File: config.mk
export PLATFORM = sky130hd
export DESIGN_NAME = rpn_stack_evaluator
export DESIGN_NICKNAME = d
export VERILOG_FILES = /design/src/rtl/rpn_pkg.sv /design/src/rtl/rpn_stack_evaluator.sv /design/src/rtl/rpn_ram.sv
export SDC_FILE = /design/constraint.sdc
export NUM_CORES = 2
export LEC_CHECK = 0
export ABC_AREA = 1
export BUFFER_PORTS_ARGS = -buffer_cell sky130_fd_sc_hd__buf_2
export CELL_PAD_IN_SITES_DETAIL_PLACEMENT = 0
export CELL_PAD_IN_SITES_GLOBAL_PLACEMENT = 1
export CORE_ASPECT_RATIO = 1.25
export CORE_MARGIN = 2
export CORE_UTILIZATION = 52
export DETAILED_ROUTE_END_ITERATION = 10
export PLACE_DENSITY_LB_ADDON = 0.1
export SLEW_MARGIN = 0
export SYNTH_ARGS = -nofsm -noshare
export SYNTH_HDL_FRONTEND = slang
export SYNTH_SLANG_ARGS = --single-unit
File: constraint.sdc
create_clock -name clock -period 6.95 [get_ports clock]
set_input_delay 1.7375 -clock clock [delete_from_list [all_inputs] [get_ports clock]]
set_output_delay 1.7375 -clock clock [all_outputs]
set_load 0.005 [all_outputs]
File: src/rtl/rpn_pkg.sv
package rpn_pkg;

   // data path and stack sizing
   localparam int WORD_W      = 32;
   localparam int TOKEN_W     = 8;
   localparam int STATUS_W    = 3;
   localparam int STACK_DEPTH = 32;
   localparam int ADDR_W      = (STACK_DEPTH > 1) ? $clog2(STACK_DEPTH) : 1;
   localparam int CNT_W       = $clog2(STACK_DEPTH + 1);
   localparam int ITER_W      = $clog2(WORD_W);

   localparam logic [ITER_W-1:0]  ITER_LAST = ITER_W'(WORD_W - 1);
   localparam logic [CNT_W-1:0]   CNT_FULL  = CNT_W'(STACK_DEPTH);

   // token characters
   localparam logic [TOKEN_W-1:0] CH_ZERO  = 8'h30;
   localparam logic [TOKEN_W-1:0] CH_NINE  = 8'h39;
   localparam logic [TOKEN_W-1:0] CH_PLUS  = 8'h2B;
   localparam logic [TOKEN_W-1:0] CH_MINUS = 8'h2D;
   localparam logic [TOKEN_W-1:0] CH_STAR  = 8'h2A;
   localparam logic [TOKEN_W-1:0] CH_SLASH = 8'h2F;

   // result status codes
   typedef enum logic [STATUS_W-1:0] {
      STS_OK        = 3'd0,
      STS_LENGTH    = 3'd1,
      STS_UNDERFLOW = 3'd2,
      STS_DIVZERO   = 3'd3,
      STS_INVALID   = 3'd4,
      STS_DEPTH     = 3'd5,
      STS_OVERFLOW  = 3'd6
   } status_type;

   // operator codes
   typedef enum logic [1:0] {
      OP_ADD = 2'd0,
      OP_SUB = 2'd1,
      OP_MUL = 2'd2,
      OP_DIV = 2'd3
   } op_type;

   // sequencer states
   typedef enum logic [6:0] {
      ST_IDLE = 7'b0000001,
      ST_OPND = 7'b0000010,
      ST_ABSA = 7'b0000100,
      ST_ABSB = 7'b0001000,
      ST_ITER = 7'b0010000,
      ST_FIX  = 7'b0100000,
      ST_FIN  = 7'b1000000
   } state_type;

endpackage

File: src/rtl/rpn_stack_evaluator.sv
// RPN expression evaluator.
// Input channel req_*: one token per transfer; req_tdata is the token character,
// req_tuser flags a token of bad length, req_tlast marks the final token.
// Result channel rsp_*: one transfer per expression, sent after the final token;
// rsp_tuser carries the status code, rsp_tdata the 32-bit value (zero on error).
// The block works on one token at a time and drops req_tready while busy.
// Digit, bad and ignored tokens are done in the accepting cycle; + and - add
// in ST_OPND; * and / iterate in ST_ITER (/ stops in ST_OPND on a zero divisor);
// after the final token the result register is loaded in ST_FIN.
// Multiply and divide run one bit per cycle through the single shared 33-bit
// adder (shift-add and restoring divide).
// The top of stack lives in a register; the entries below it live in a RAM with
// one registered read port, so an operator's RAM read returns in ST_OPND.
// A synchronous reset empties the stack, clears the latched error and drops
// rsp_tvalid. When the receiver stalls, the result is held in the output
// register and the block keeps taking tokens; a second final token waits
// until the held result has been transferred.
module rpn_stack_evaluator (
   input  logic                         clock,
   input  logic                         reset,
   input  logic                         req_tvalid,
   output logic                         req_tready,
   input  logic [rpn_pkg::TOKEN_W-1:0]  req_tdata,  // [7:0] token_char
   input  logic                         req_tuser,  // [0] bad_length
   input  logic                         req_tlast,
   output logic                         rsp_tvalid,
   input  logic                         rsp_tready,
   output logic [rpn_pkg::WORD_W-1:0]   rsp_tdata,  // [31:0] value
   output logic [rpn_pkg::STATUS_W-1:0] rsp_tuser   // [2:0] status
);

   import rpn_pkg::*;

   // control state
   state_type         state_ff,     state_in;
   logic [CNT_W-1:0]  count_ff,     count_in;
   status_type        err_ff,       err_in;
   logic [ITER_W-1:0] iter_ff,      iter_in;
   op_type            op_ff,        op_in;
   logic              last_ff,      last_in;
   logic              negq_ff,      negq_in;
   logic              rsp_valid_ff, rsp_valid_in;

   // payload
   logic [WORD_W-1:0] tos_ff,       tos_in;
   logic [WORD_W-1:0] acc_ff,       acc_in;
   logic [WORD_W-1:0] wa_ff,        wa_in;
   logic [WORD_W-1:0] wb_ff,        wb_in;
   status_type        rsp_status_ff, rsp_status_in;
   logic [WORD_W-1:0] rsp_value_ff, rsp_value_in;

   // shared adder
   logic [WORD_W-1:0] add_x;
   logic [WORD_W-1:0] add_y;
   logic              add_sub;
   logic [WORD_W:0]   add_sum;

   // stack RAM
   logic              wr_en;
   logic              rd_en;
   logic [WORD_W-1:0] rd_data;
   logic [CNT_W-1:0]  cnt_m1;
   logic [CNT_W-1:0]  cnt_m2;

   // token decode
   logic              is_digit;
   logic              is_op;
   op_type            tok_op;
   state_type         done_state;
   logic [WORD_W-1:0] div_shift;

   assign cnt_m1 = count_ff - CNT_W'(1);
   assign cnt_m2 = count_ff - CNT_W'(2);

   rpn_ram #(
      .WIDTH (WORD_W),
      .DEPTH (STACK_DEPTH)
   ) u_stack (
      .clock   (clock),
      .wr_en   (wr_en),
      .wr_addr (cnt_m1[ADDR_W-1:0]),
      .wr_data (tos_ff),
      .rd_en   (rd_en),
      .rd_addr (cnt_m2[ADDR_W-1:0]),
      .rd_data (rd_data)
   );

   assign add_sum = {1'b0, add_x} + {1'b0, add_y ^ {WORD_W{add_sub}}} + (WORD_W + 1)'(add_sub);

   // character classes
   assign is_digit = (req_tdata >= CH_ZERO) && (req_tdata <= CH_NINE);
   assign is_op    = (req_tdata == CH_PLUS) || (req_tdata == CH_MINUS) ||
                     (req_tdata == CH_STAR) || (req_tdata == CH_SLASH);

   always_comb begin
      unique case (req_tdata)
         CH_PLUS:  tok_op = OP_ADD;
         CH_MINUS: tok_op = OP_SUB;
         CH_STAR:  tok_op = OP_MUL;
         default:  tok_op = OP_DIV;
      endcase
   end

   assign done_state = last_ff ? ST_FIN : ST_IDLE;
   assign div_shift  = {acc_ff[WORD_W-2:0], wb_ff[WORD_W-1]};

   assign req_tready = (state_ff == ST_IDLE);

   // sequencer
   always_comb begin
      state_in      = state_ff;
      count_in      = count_ff;
      err_in        = err_ff;
      iter_in       = iter_ff;
      op_in         = op_ff;
      last_in       = last_ff;
      negq_in       = negq_ff;
      tos_in        = tos_ff;
      acc_in        = acc_ff;
      wa_in         = wa_ff;
      wb_in         = wb_ff;
      rsp_valid_in  = rsp_valid_ff;
      rsp_status_in = rsp_status_ff;
      rsp_value_in  = rsp_value_ff;
      add_x         = acc_ff;
      add_y         = wa_ff;
      add_sub       = 1'b0;
      wr_en         = 1'b0;
      rd_en         = 1'b0;

      // result register drains on transfer
      if (rsp_valid_ff && rsp_tready) begin
         rsp_valid_in = 1'b0;
      end

      unique case (state_ff)
         ST_IDLE: begin
            if (req_tvalid) begin
               last_in  = req_tlast;
               state_in = req_tlast ? ST_FIN : ST_IDLE;
               if (err_ff == STS_OK) begin
                  if (req_tuser) begin
                     err_in = STS_LENGTH;
                  end else if (is_digit) begin
                     if (count_ff >= CNT_FULL) begin
                        err_in = STS_OVERFLOW;
                     end else begin
                        // spill the old top into the RAM
                        wr_en    = (count_ff != '0);
                        tos_in   = WORD_W'(req_tdata - CH_ZERO);
                        count_in = count_ff + CNT_W'(1);
                     end
                  end else if (!is_op) begin
                     err_in = STS_INVALID;
                  end else if (count_ff < CNT_W'(2)) begin
                     err_in = STS_UNDERFLOW;
                  end else begin
                     // fetch operand a, the entry below the top
                     rd_en    = 1'b1;
                     op_in    = tok_op;
                     state_in = ST_OPND;
                  end
               end
            end
         end

         ST_OPND: begin
            // rd_data is operand a, tos_ff is operand b
            unique case (op_ff) inside
               OP_ADD, OP_SUB: begin
                  add_x    = rd_data;
                  add_y    = tos_ff;
                  add_sub  = (op_ff == OP_SUB);
                  tos_in   = add_sum[WORD_W-1:0];
                  count_in = cnt_m1;
                  state_in = done_state;
               end
               OP_MUL: begin
                  acc_in   = '0;
                  wa_in    = rd_data;
                  wb_in    = tos_ff;
                  iter_in  = '0;
                  state_in = ST_ITER;
               end
               default: begin
                  if (tos_ff == '0) begin
                     err_in   = STS_DIVZERO;
                     state_in = done_state;
                  end else begin
                     acc_in   = '0;
                     wb_in    = rd_data;
                     wa_in    = tos_ff;
                     negq_in  = rd_data[WORD_W-1] ^ tos_ff[WORD_W-1];
                     state_in = ST_ABSA;
                  end
               end
            endcase
         end

         ST_ABSA: begin
            // magnitude of the dividend
            add_x   = '0;
            add_y   = wb_ff;
            add_sub = 1'b1;
            if (wb_ff[WORD_W-1]) begin
               wb_in = add_sum[WORD_W-1:0];
            end
            state_in = ST_ABSB;
         end

         ST_ABSB: begin
            // magnitude of the divisor
            add_x   = '0;
            add_y   = wa_ff;
            add_sub = 1'b1;
            if (wa_ff[WORD_W-1]) begin
               wa_in = add_sum[WORD_W-1:0];
            end
            iter_in  = '0;
            state_in = ST_ITER;
         end

         ST_ITER: begin
            iter_in = iter_ff + ITER_W'(1);
            if (op_ff == OP_MUL) begin
               // shift-add, multiplier LSB first
               add_x  = acc_ff;
               add_y  = wb_ff[0] ? wa_ff : '0;
               acc_in = add_sum[WORD_W-1:0];
               wa_in  = {wa_ff[WORD_W-2:0], 1'b0};
               wb_in  = {1'b0, wb_ff[WORD_W-1:1]};
               if (iter_ff == ITER_LAST) begin
                  tos_in   = add_sum[WORD_W-1:0];
                  count_in = cnt_m1;
                  state_in = done_state;
               end
            end else begin
               // restoring divide step, carry out means no borrow
               add_x   = div_shift;
               add_y   = wa_ff;
               add_sub = 1'b1;
               acc_in  = add_sum[WORD_W] ? add_sum[WORD_W-1:0] : div_shift;
               wb_in   = {wb_ff[WORD_W-2:0], add_sum[WORD_W]};
               if (iter_ff == ITER_LAST) begin
                  state_in = ST_FIX;
               end
            end
         end

         ST_FIX: begin
            // quotient sign
            add_x    = '0;
            add_y    = wb_ff;
            add_sub  = 1'b1;
            tos_in   = negq_ff ? add_sum[WORD_W-1:0] : wb_ff;
            count_in = cnt_m1;
            state_in = done_state;
         end

         ST_FIN: begin
            if (!rsp_valid_ff || rsp_tready) begin
               rsp_valid_in = 1'b1;
               if (err_ff != STS_OK) begin
                  rsp_status_in = err_ff;
                  rsp_value_in  = '0;
               end else if (count_ff != CNT_W'(1)) begin
                  rsp_status_in = STS_DEPTH;
                  rsp_value_in  = '0;
               end else begin
                  rsp_status_in = STS_OK;
                  rsp_value_in  = tos_ff;
               end
               count_in = '0;
               err_in   = STS_OK;
               state_in = ST_IDLE;
            end
         end

         default: begin
            state_in = ST_IDLE;
         end
      endcase
   end

   // control registers
   always_ff @(posedge clock) begin
      if (reset) begin
         state_ff     <= ST_IDLE;
         count_ff     <= '0;
         err_ff       <= STS_OK;
         iter_ff      <= '0;
         op_ff        <= OP_ADD;
         last_ff      <= 1'b0;
         negq_ff      <= 1'b0;
         rsp_valid_ff <= 1'b0;
      end else begin
         state_ff     <= state_in;
         count_ff     <= count_in;
         err_ff       <= err_in;
         iter_ff      <= iter_in;
         op_ff        <= op_in;
         last_ff      <= last_in;
         negq_ff      <= negq_in;
         rsp_valid_ff <= rsp_valid_in;
      end
   end

   // data registers
   always_ff @(posedge clock) begin
      tos_ff        <= tos_in;
      acc_ff        <= acc_in;
      wa_ff         <= wa_in;
      wb_ff         <= wb_in;
      rsp_status_ff <= rsp_status_in;
      rsp_value_ff  <= rsp_value_in;
   end

   assign rsp_tvalid = rsp_valid_ff;
   assign rsp_tdata  = rsp_value_ff;
   assign rsp_tuser  = rsp_status_ff;

endmodule

File: src/rtl/rpn_ram.sv
module rpn_ram #(
   parameter int WIDTH = 32,
   parameter int DEPTH = 32
) (
   input  logic                                  clock,
   input  logic                                  wr_en,
   input  logic [((DEPTH > 1) ? $clog2(DEPTH) : 1)-1:0] wr_addr,
   input  logic [WIDTH-1:0]                      wr_data,
   input  logic                                  rd_en,
   input  logic [((DEPTH > 1) ? $clog2(DEPTH) : 1)-1:0] rd_addr,
   output logic [WIDTH-1:0]                      rd_data
);

   logic [WIDTH-1:0] mem [DEPTH];

   // one write port, one registered read port
   always_ff @(posedge clock) begin
      if (wr_en) begin
         mem[wr_addr] <= wr_data;
      end
      if (rd_en) begin
         rd_data <= mem[rd_addr];
      end
   end

endmodule

Yosys cells after proc, flatten, opt, wreduce, memory -nomap -nowiden

Memories as Yosys holds them, arrays and structs flattened. A register that Yosys moved wholly into a read port is not among the register bits.
Index checks and enable logic that the tools add are counted.

Memories kept: 1
Output and inout bits: 37
Bits in writable memories: 1024
Input bits: 14
Bits in registers: 189
Word-level logic and storage cells: 199

Memories:

| name        | depth | bits a word | rd ports | clocked after Yosys merged registers in | wr ports | line          | text |
|---|---|---|---|---|---|---|---|
| u_stack.mem | 32    | 32          | 1        | 1                                       | 1        | rpn_ram.sv:14 | `logic [WIDTH-1:0] mem [DEPTH];` |

Bitwise logic cells: 7
Eq/ne operators: 33
Magnitude comparators: 4
Reduce and logical (&&, ||, !) cells: 37
Muxes and demuxes: 94
$add $sub $neg: 7

Operator list:

| operator                                                              | number |
|---|---|
| 32-bit two-way mux                                                    | 23 |
| 32-bit one-hot mux with 3 select lines                                | 4 |
| 32-bit one-hot mux with 2 select lines                                | 4 |
| 32-bit one-hot mux with 4 select lines                                | 1 |
| 7-bit two-way mux                                                     | 13 |
| 6-bit two-way mux                                                     | 9 |
| 7-bit one-hot mux with 7 select lines                                 | 1 |
| 3-bit two-way mux                                                     | 12 |
| 32-bit by 32-bit adder with 33-bit output                             | 1 |
| 33-bit by 1-bit adder with 33-bit output                              | 1 |
| 8-bit by 6-bit equality test with 1-bit output, second input constant | 4 |
| 32-bit zero test                                                      | 1 |
| 32-bit XOR                                                            | 1 |
| 6-bit one-hot mux with 5 select lines                                 | 1 |
| 2-bit inequality test, second input constant                          | 13 |
| 1-bit two-way mux                                                     | 20 |
| 5-bit one-hot mux with 3 select lines                                 | 1 |
| 7-bit one-hot mux with 2 select lines                                 | 1 |
| 3-bit AND reduction                                                   | 4 |
| 3-bit nonzero test                                                    | 4 |
| 10-bit AND reduction                                                  | 1 |
| 3-bit one-hot mux with 3 select lines                                 | 1 |
| 9-bit AND reduction                                                   | 1 |
| 8-bit by 6-bit subtractor with 9-bit output, second input constant    | 1 |
| 44 further kinds                                                      | 59 |

Longest topological paths before layout

Word-level depth: 10
Gate-level depth with buffers: 27
Gate-level depth less buffers: 27

By module

From an unflattened synthesis, not the netlist that was laid out.

Cell total of the unflattened synthesis: 5316
Area, all modules: 56395.3 µm²

Modules (own cells, without submodules):

| module              | cells an instance | instances | seq. area each (µm²) | area an instance (µm²) |
|---|---|---|---|---|
| rpn_ram             | 3536              | 1         | 31710.4              | 42726.0 |
| rpn_stack_evaluator | 1780              | 1         | 5415.2               | 13669.4 |

Least setup slack after synthesis

Ideal clock, no wire load.

Kind: input -> register
Start: input port req_tdata[4] (netlist bit)
End: memory u_stack.mem[11][0], enable pin
Data arrival time: 4.915 ns
Stages: 9
Required time: 6.489 ns
Library setup time: 0.461 ns
Buffers on the path: 0
Setup slack: 1.574 ns
Cells stage by stage: ha_1 -> nand3_1 -> o21ai_0 -> nand2_1 -> nor2_1 -> nand4_1 -> inv_1 -> nand3_1 -> nor3_1

Longest elaborated chain between the ends: 9
Elaborated cells between the ends (all ways): 10
Those cells by class: order compare: 2; mux: 7; reduce/logical: 1

RTL lines:

| element                                                                                                                            | line                       | text |
|---|---|---|
| start: declaration                                                                                                                 | rpn_stack_evaluator.sv:23  | `input logic [rpn_pkg::TOKEN_W-1:0] req_tdata,` |
| 8-bit by 6-bit >= comparator with 1-bit output / 8-bit by 6-bit less-or-equal comparator with 1-bit output (equally long branches) | rpn_stack_evaluator.sv:91  | `assign is_digit = (req_tdata >= CH_ZERO) && (req_tdata <= CH_NINE);` |
| 1-bit logical AND (*)                                                                                                              | rpn_stack_evaluator.sv:91  |  |
| 1-bit two-way mux (*)                                                                                                              | rpn_stack_evaluator.sv:144 | `end else if (is_digit) begin` |
| 1-bit two-way mux (*)                                                                                                              | rpn_stack_evaluator.sv:142 | `if (req_tuser) begin` |
| 1-bit two-way mux (*)                                                                                                              | rpn_stack_evaluator.sv:141 | `if (err_ff == STS_OK) begin` |
| 1-bit two-way mux (*)                                                                                                              | rpn_stack_evaluator.sv:138 | `if (req_tvalid) begin` |
| 1-bit two-way mux (*)                                                                                                              | rpn_stack_evaluator.sv:136 | `unique case (state_ff)` |
| 1-bit two-way mux (*)                                                                                                              | rpn_ram.sv:18              | `if (wr_en) begin` |
| 1-bit two-way mux (not written as such) (*)                                                                                        | rpn_ram.sv:19              | `mem[wr_addr] <= wr_data;` |
| end: declaration                                                                                                                   | rpn_ram.sv:14              |  |

Mark *: on every way between the ends. The rest lies on a longest branch, timed or not.

Worst setup path in the final report

Start: register state_ff[2]
End: register acc_ff[0] (data pin)

Longest elaborated chain between the ends: 9
Elaborated cells between the ends (all ways): 16
Those cells by class: add/sub: 2; eq/ne: 5; mux: 6; bitwise: 1; reduce/logical: 2

RTL lines:

| element                                                                                                | line                       | text |
|---|---|---|
| start: declaration                                                                                     | rpn_stack_evaluator.sv:35  | `state_type state_ff, state_in;` |
| start signal: assignment                                                                               | rpn_stack_evaluator.sv:297 | `state_ff <= state_in;` |
| 7-bit by 4-bit equality test with 1-bit output (tied with other cells)                                 | rpn_stack_evaluator.sv:136 |  |
| 3-bit OR reduction (no source line) / 2-bit OR reduction (equally long branches)                       | n/a                        |  |
| 1-bit one-hot mux with 3 select lines / 32-bit one-hot mux with 3 select lines (equally long branches) | rpn_stack_evaluator.sv:136 |  |
| 32-bit XOR                                                                                             | rpn_stack_evaluator.sv:88  | `assign add_sum = {1'b0, add_x} + {1'b0, add_y ^ {WORD_W{add_sub}}} + (WORD_W + 1)'(add_sub);` |
| 32-bit by 32-bit adder with 33-bit output                                                              | rpn_stack_evaluator.sv:88  |  |
| 33-bit by 1-bit adder with 33-bit output                                                               | rpn_stack_evaluator.sv:88  |  |
| 32-bit two-way mux                                                                                     | rpn_stack_evaluator.sv:242 | `acc_in = add_sum[WORD_W] ? add_sum[WORD_W-1:0] : div_shift;` |
| 32-bit two-way mux                                                                                     | rpn_stack_evaluator.sv:225 | `if (op_ff == OP_MUL) begin` |
| 32-bit one-hot mux with 2 select lines (*)                                                             | rpn_stack_evaluator.sv:136 |  |
| end signal: assignment                                                                                 | rpn_stack_evaluator.sv:311 | `acc_ff <= acc_in;` |
| end: declaration                                                                                       | rpn_stack_evaluator.sv:46  | `logic [WORD_W-1:0] acc_ff, acc_in;` |

Marks and branches as above.
A chain may end at the register's enable or synchronous reset.

==> flow_summary.ini <==
[synth]
yosysTopAreaCell = edfxtp_1
synthesis.area_per_instance_um2 = 11.7
synth_area_leaders = edfxtp_1 (67%), o21ai_0 (6.3%), nor2_1 (5.4%)
synth.top_cell.area_share = 0.674
synth_compound_gate_area_share = 0.154
async_flop_share = 0
synth-edff-count = 1219
syn_nets = 4702
ys_ff_latch = 1245
synthSimpleGateAreaFrac = 0.102
synthFlopType = edfxtp_1
synth_area_um2 = 54300
synth_top_family_by_area = compound AO/OA/AOI/OAI gates
synth_fa_ha_area_frac = 0.0107
syn_inst = 4642
muxShareOfSynthArea = 0
synth-seq-area-share = 0.684
yosys_warnings = 0
synth_cell_types = 54
synth_xor_area_frac = 0.0103

[layout]
area_growth_pct = 10.9
final_area_um2 = 60200
final_layout_size_suffix_gt1_frac = 0.0921
postLayoutCoreUtil = 0.581
finalNetCount = 4692

[place]
gp_congestion = 0.955
dp_hpwl_um = 101000
postPlaceCellArea_um2 = 56400
port_buffers = 50
post-place-ws_ps = 1350

[power_and_ir_drop]
powerDensity_nw_per_um2 = 282
power_uw = 17000
leakage_uw = 0.0204
peakVddDrop_v = 0.000267

[timing]
fin_crit_sh = 0.819
finalWorstSetupSlack_ps = 1260
rsz0062_at_grt = false
tightest_slew_ps = 1280
hold_viol_final = 0
slew_violations = 0
tns_ps = 0
fmax_mhz = 176
finalClockSkew_ps = 35.0
layout_min_cycle_time_ps = 5690
slew_headroom = 0.145
setup_viol = 0

[die]
ios = 51
rows = 132
fp.dieW_um = 293
start_util = 0.524
core_area_um2 = 104000
die_area_um2 = 107000
die_h_um = 365

[worst_setup_path]
crit_family = buffers and inverters
end_kind = flip-flop
cp_slowest_stage_delay_ps = 440
cp_data_required_time_ps = 7430
crit_fanout = 36
cp-start-kind = flip-flop
crit_type = flip-flop to flip-flop
worstPathArrival_ps = 6170
cpMaxStageDelayCell = a21oi_1
crit_top_cell = inv_1
critPathBufInv = 10

[global_route]
grt_usage = 0.314
grt_pass1_vias = 36929
antenna_found_initial = 8
overflow = 0
grt_max_degree = 177
grt_pass1_wl_um = 248000

[run_status]
status = finished clean

[cts]
cts_buffers = 121
htree_num_levels = 3
cts_resized = 0
cts_hold_buf = 0
post_cts_buffers = 0
clk_latency_ps = 730
path_clk_slew_ps = 60
cts_tree = built
cts.sinks = 1245
cts-root-buf = clkbuf_16
cts_buffer_depth = 3

[detailed_routing]
drt_iter0_drc = 4462
wl_um = 169000
via_per_inst = 6.36
firstDrtPassIters = 6
drc = 0
drtAntennaViolNets = 0
wl_per_cell_um = 27.8
vias = 38637

[min_path]
hold_path_class = flip-flop to flip-flop

[job]
drv_cap = 0
kinds of logic after synthesis:
kind of cell | count (synthesis)
simple gates | 1360
flops | 1245
compound gates | 1365
buf+inv | 565
fa+ha+maj | 46
xor+xnor | 61
routing by layer:
metal | GRT usage | wire [um]
met2 | 0.537 | 83500
met1 | 0.412 | 66300
met3 | 0.0381 | 12700
met4 | 0.122 | 6220
met5 | 0 | 0
tightest hold or removal path, cell delays in order, from the launching register on:
cell     delay (ps)
dfxtp_1         310
nand2_1          60
a21oi_1          50
power breakdown:
group	total, uW	switching (uW)	internal, uW
registers	8400	66.3	8330
logic	2150	1620	526
clock network	6450	2870	3590
flip-flops by register name, indices dropped and copies added (netlist names), 5 cells and up:
name and cells:
state_ff 7, tos_ff 32, wa_ff 32, u_stack.rd_data 32
wb_ff 32, rsp_tdata 32, acc_ff 32, count_ff 6
u_stack.mem 1024, iter_ff 5
worst paths after layout:
| check | startpoint | end | slack (ps) | cells after the start |
|---|---|---|---|---|
| setup / recovery | state_ff[2] | acc_ff[0] | 1260 | 27 |
| hold / removal | iter_ff[4] | iter_ff[4] | 470 | 2 |
| setup reg to reg | state_ff[2] | acc_ff[0] | 1260 | 27 |
| hold reg to reg | iter_ff[4] | iter_ff[4] | 470 | 2 |
final cells by class:
class	count	area [um^2]
antenna	1	2.50
clock buffer	146	3140
clock inverter	78	692
fill	8576	43300
inverter	265	1010
multi-input combinational	2832	15400
sequential	1245	37100
tap	1340	1680
timing repair buffer	167	1190
metrics by stage:
stage               std cells  hold slack [ps]
floorplan                4642              444
global placement         5849              457
detailed placement       5849              466
CTS                      6073              475
global route             6073              496
finish                   6074              468
layout by cell type (no fill, tap or decap), types with 7 or more instances in the layout:
cell	instances
o2111ai_1	17
nor2_1	752
nor2_4	37
a221oi_1	22
nand2_2	11
o221ai_1	208
nand3_1	148
clkbuf_16	122
o21ai_1	8
clkbuf_1	24
nor4_1	16
o21a_1	7
nor3_1	16
buf_4	112
o22ai_1	109
inv_2	11
a32oi_1	32
clkinv_2	26
xnor2_1	8
nand2_1	340
inv_1	243
buf_2	50
o211ai_1	47
a21oi_1	132
dfxtp_1	24
nor2_2	9
edfxtp_1	1219
xor2_1	48
clkinv_1	37
bufinv_16	10
o21ai_0	686
ha_1	44
a211oi_1	7
a22oi_1	15
a31oi_1	53
nand4_1	11
synthesized netlist by cell type, drive strengths merged (2+ instances only):
| cell type | n |
|---|---|
| dfxtp | 26 |
| xor2 | 52 |
| a22oi | 15 |
| clkbuf | 275 |
| nand4 | 11 |
| o32ai | 2 |
| a211oi | 7 |
| a21oi | 132 |
| o22ai | 109 |
| a32oi | 32 |
| o21ai | 695 |
| or2 | 2 |
| nand3b | 2 |
| o211ai | 47 |
| nor2 | 798 |
| a21o | 5 |
| a221o | 4 |
| xnor2 | 9 |
| edfxtp | 1219 |
| nand2 | 354 |
| a31oi | 53 |
| inv | 255 |
| o2111ai | 17 |
| nand3 | 152 |
| buf | 25 |
| nor4 | 18 |
| o21a | 7 |
| ha | 45 |
| o221ai | 208 |
| clkinv | 10 |
| o21bai | 5 |
| o311ai | 2 |
| nor3 | 22 |
| a221oi | 22 |
(Power assumes the default switching activity.)
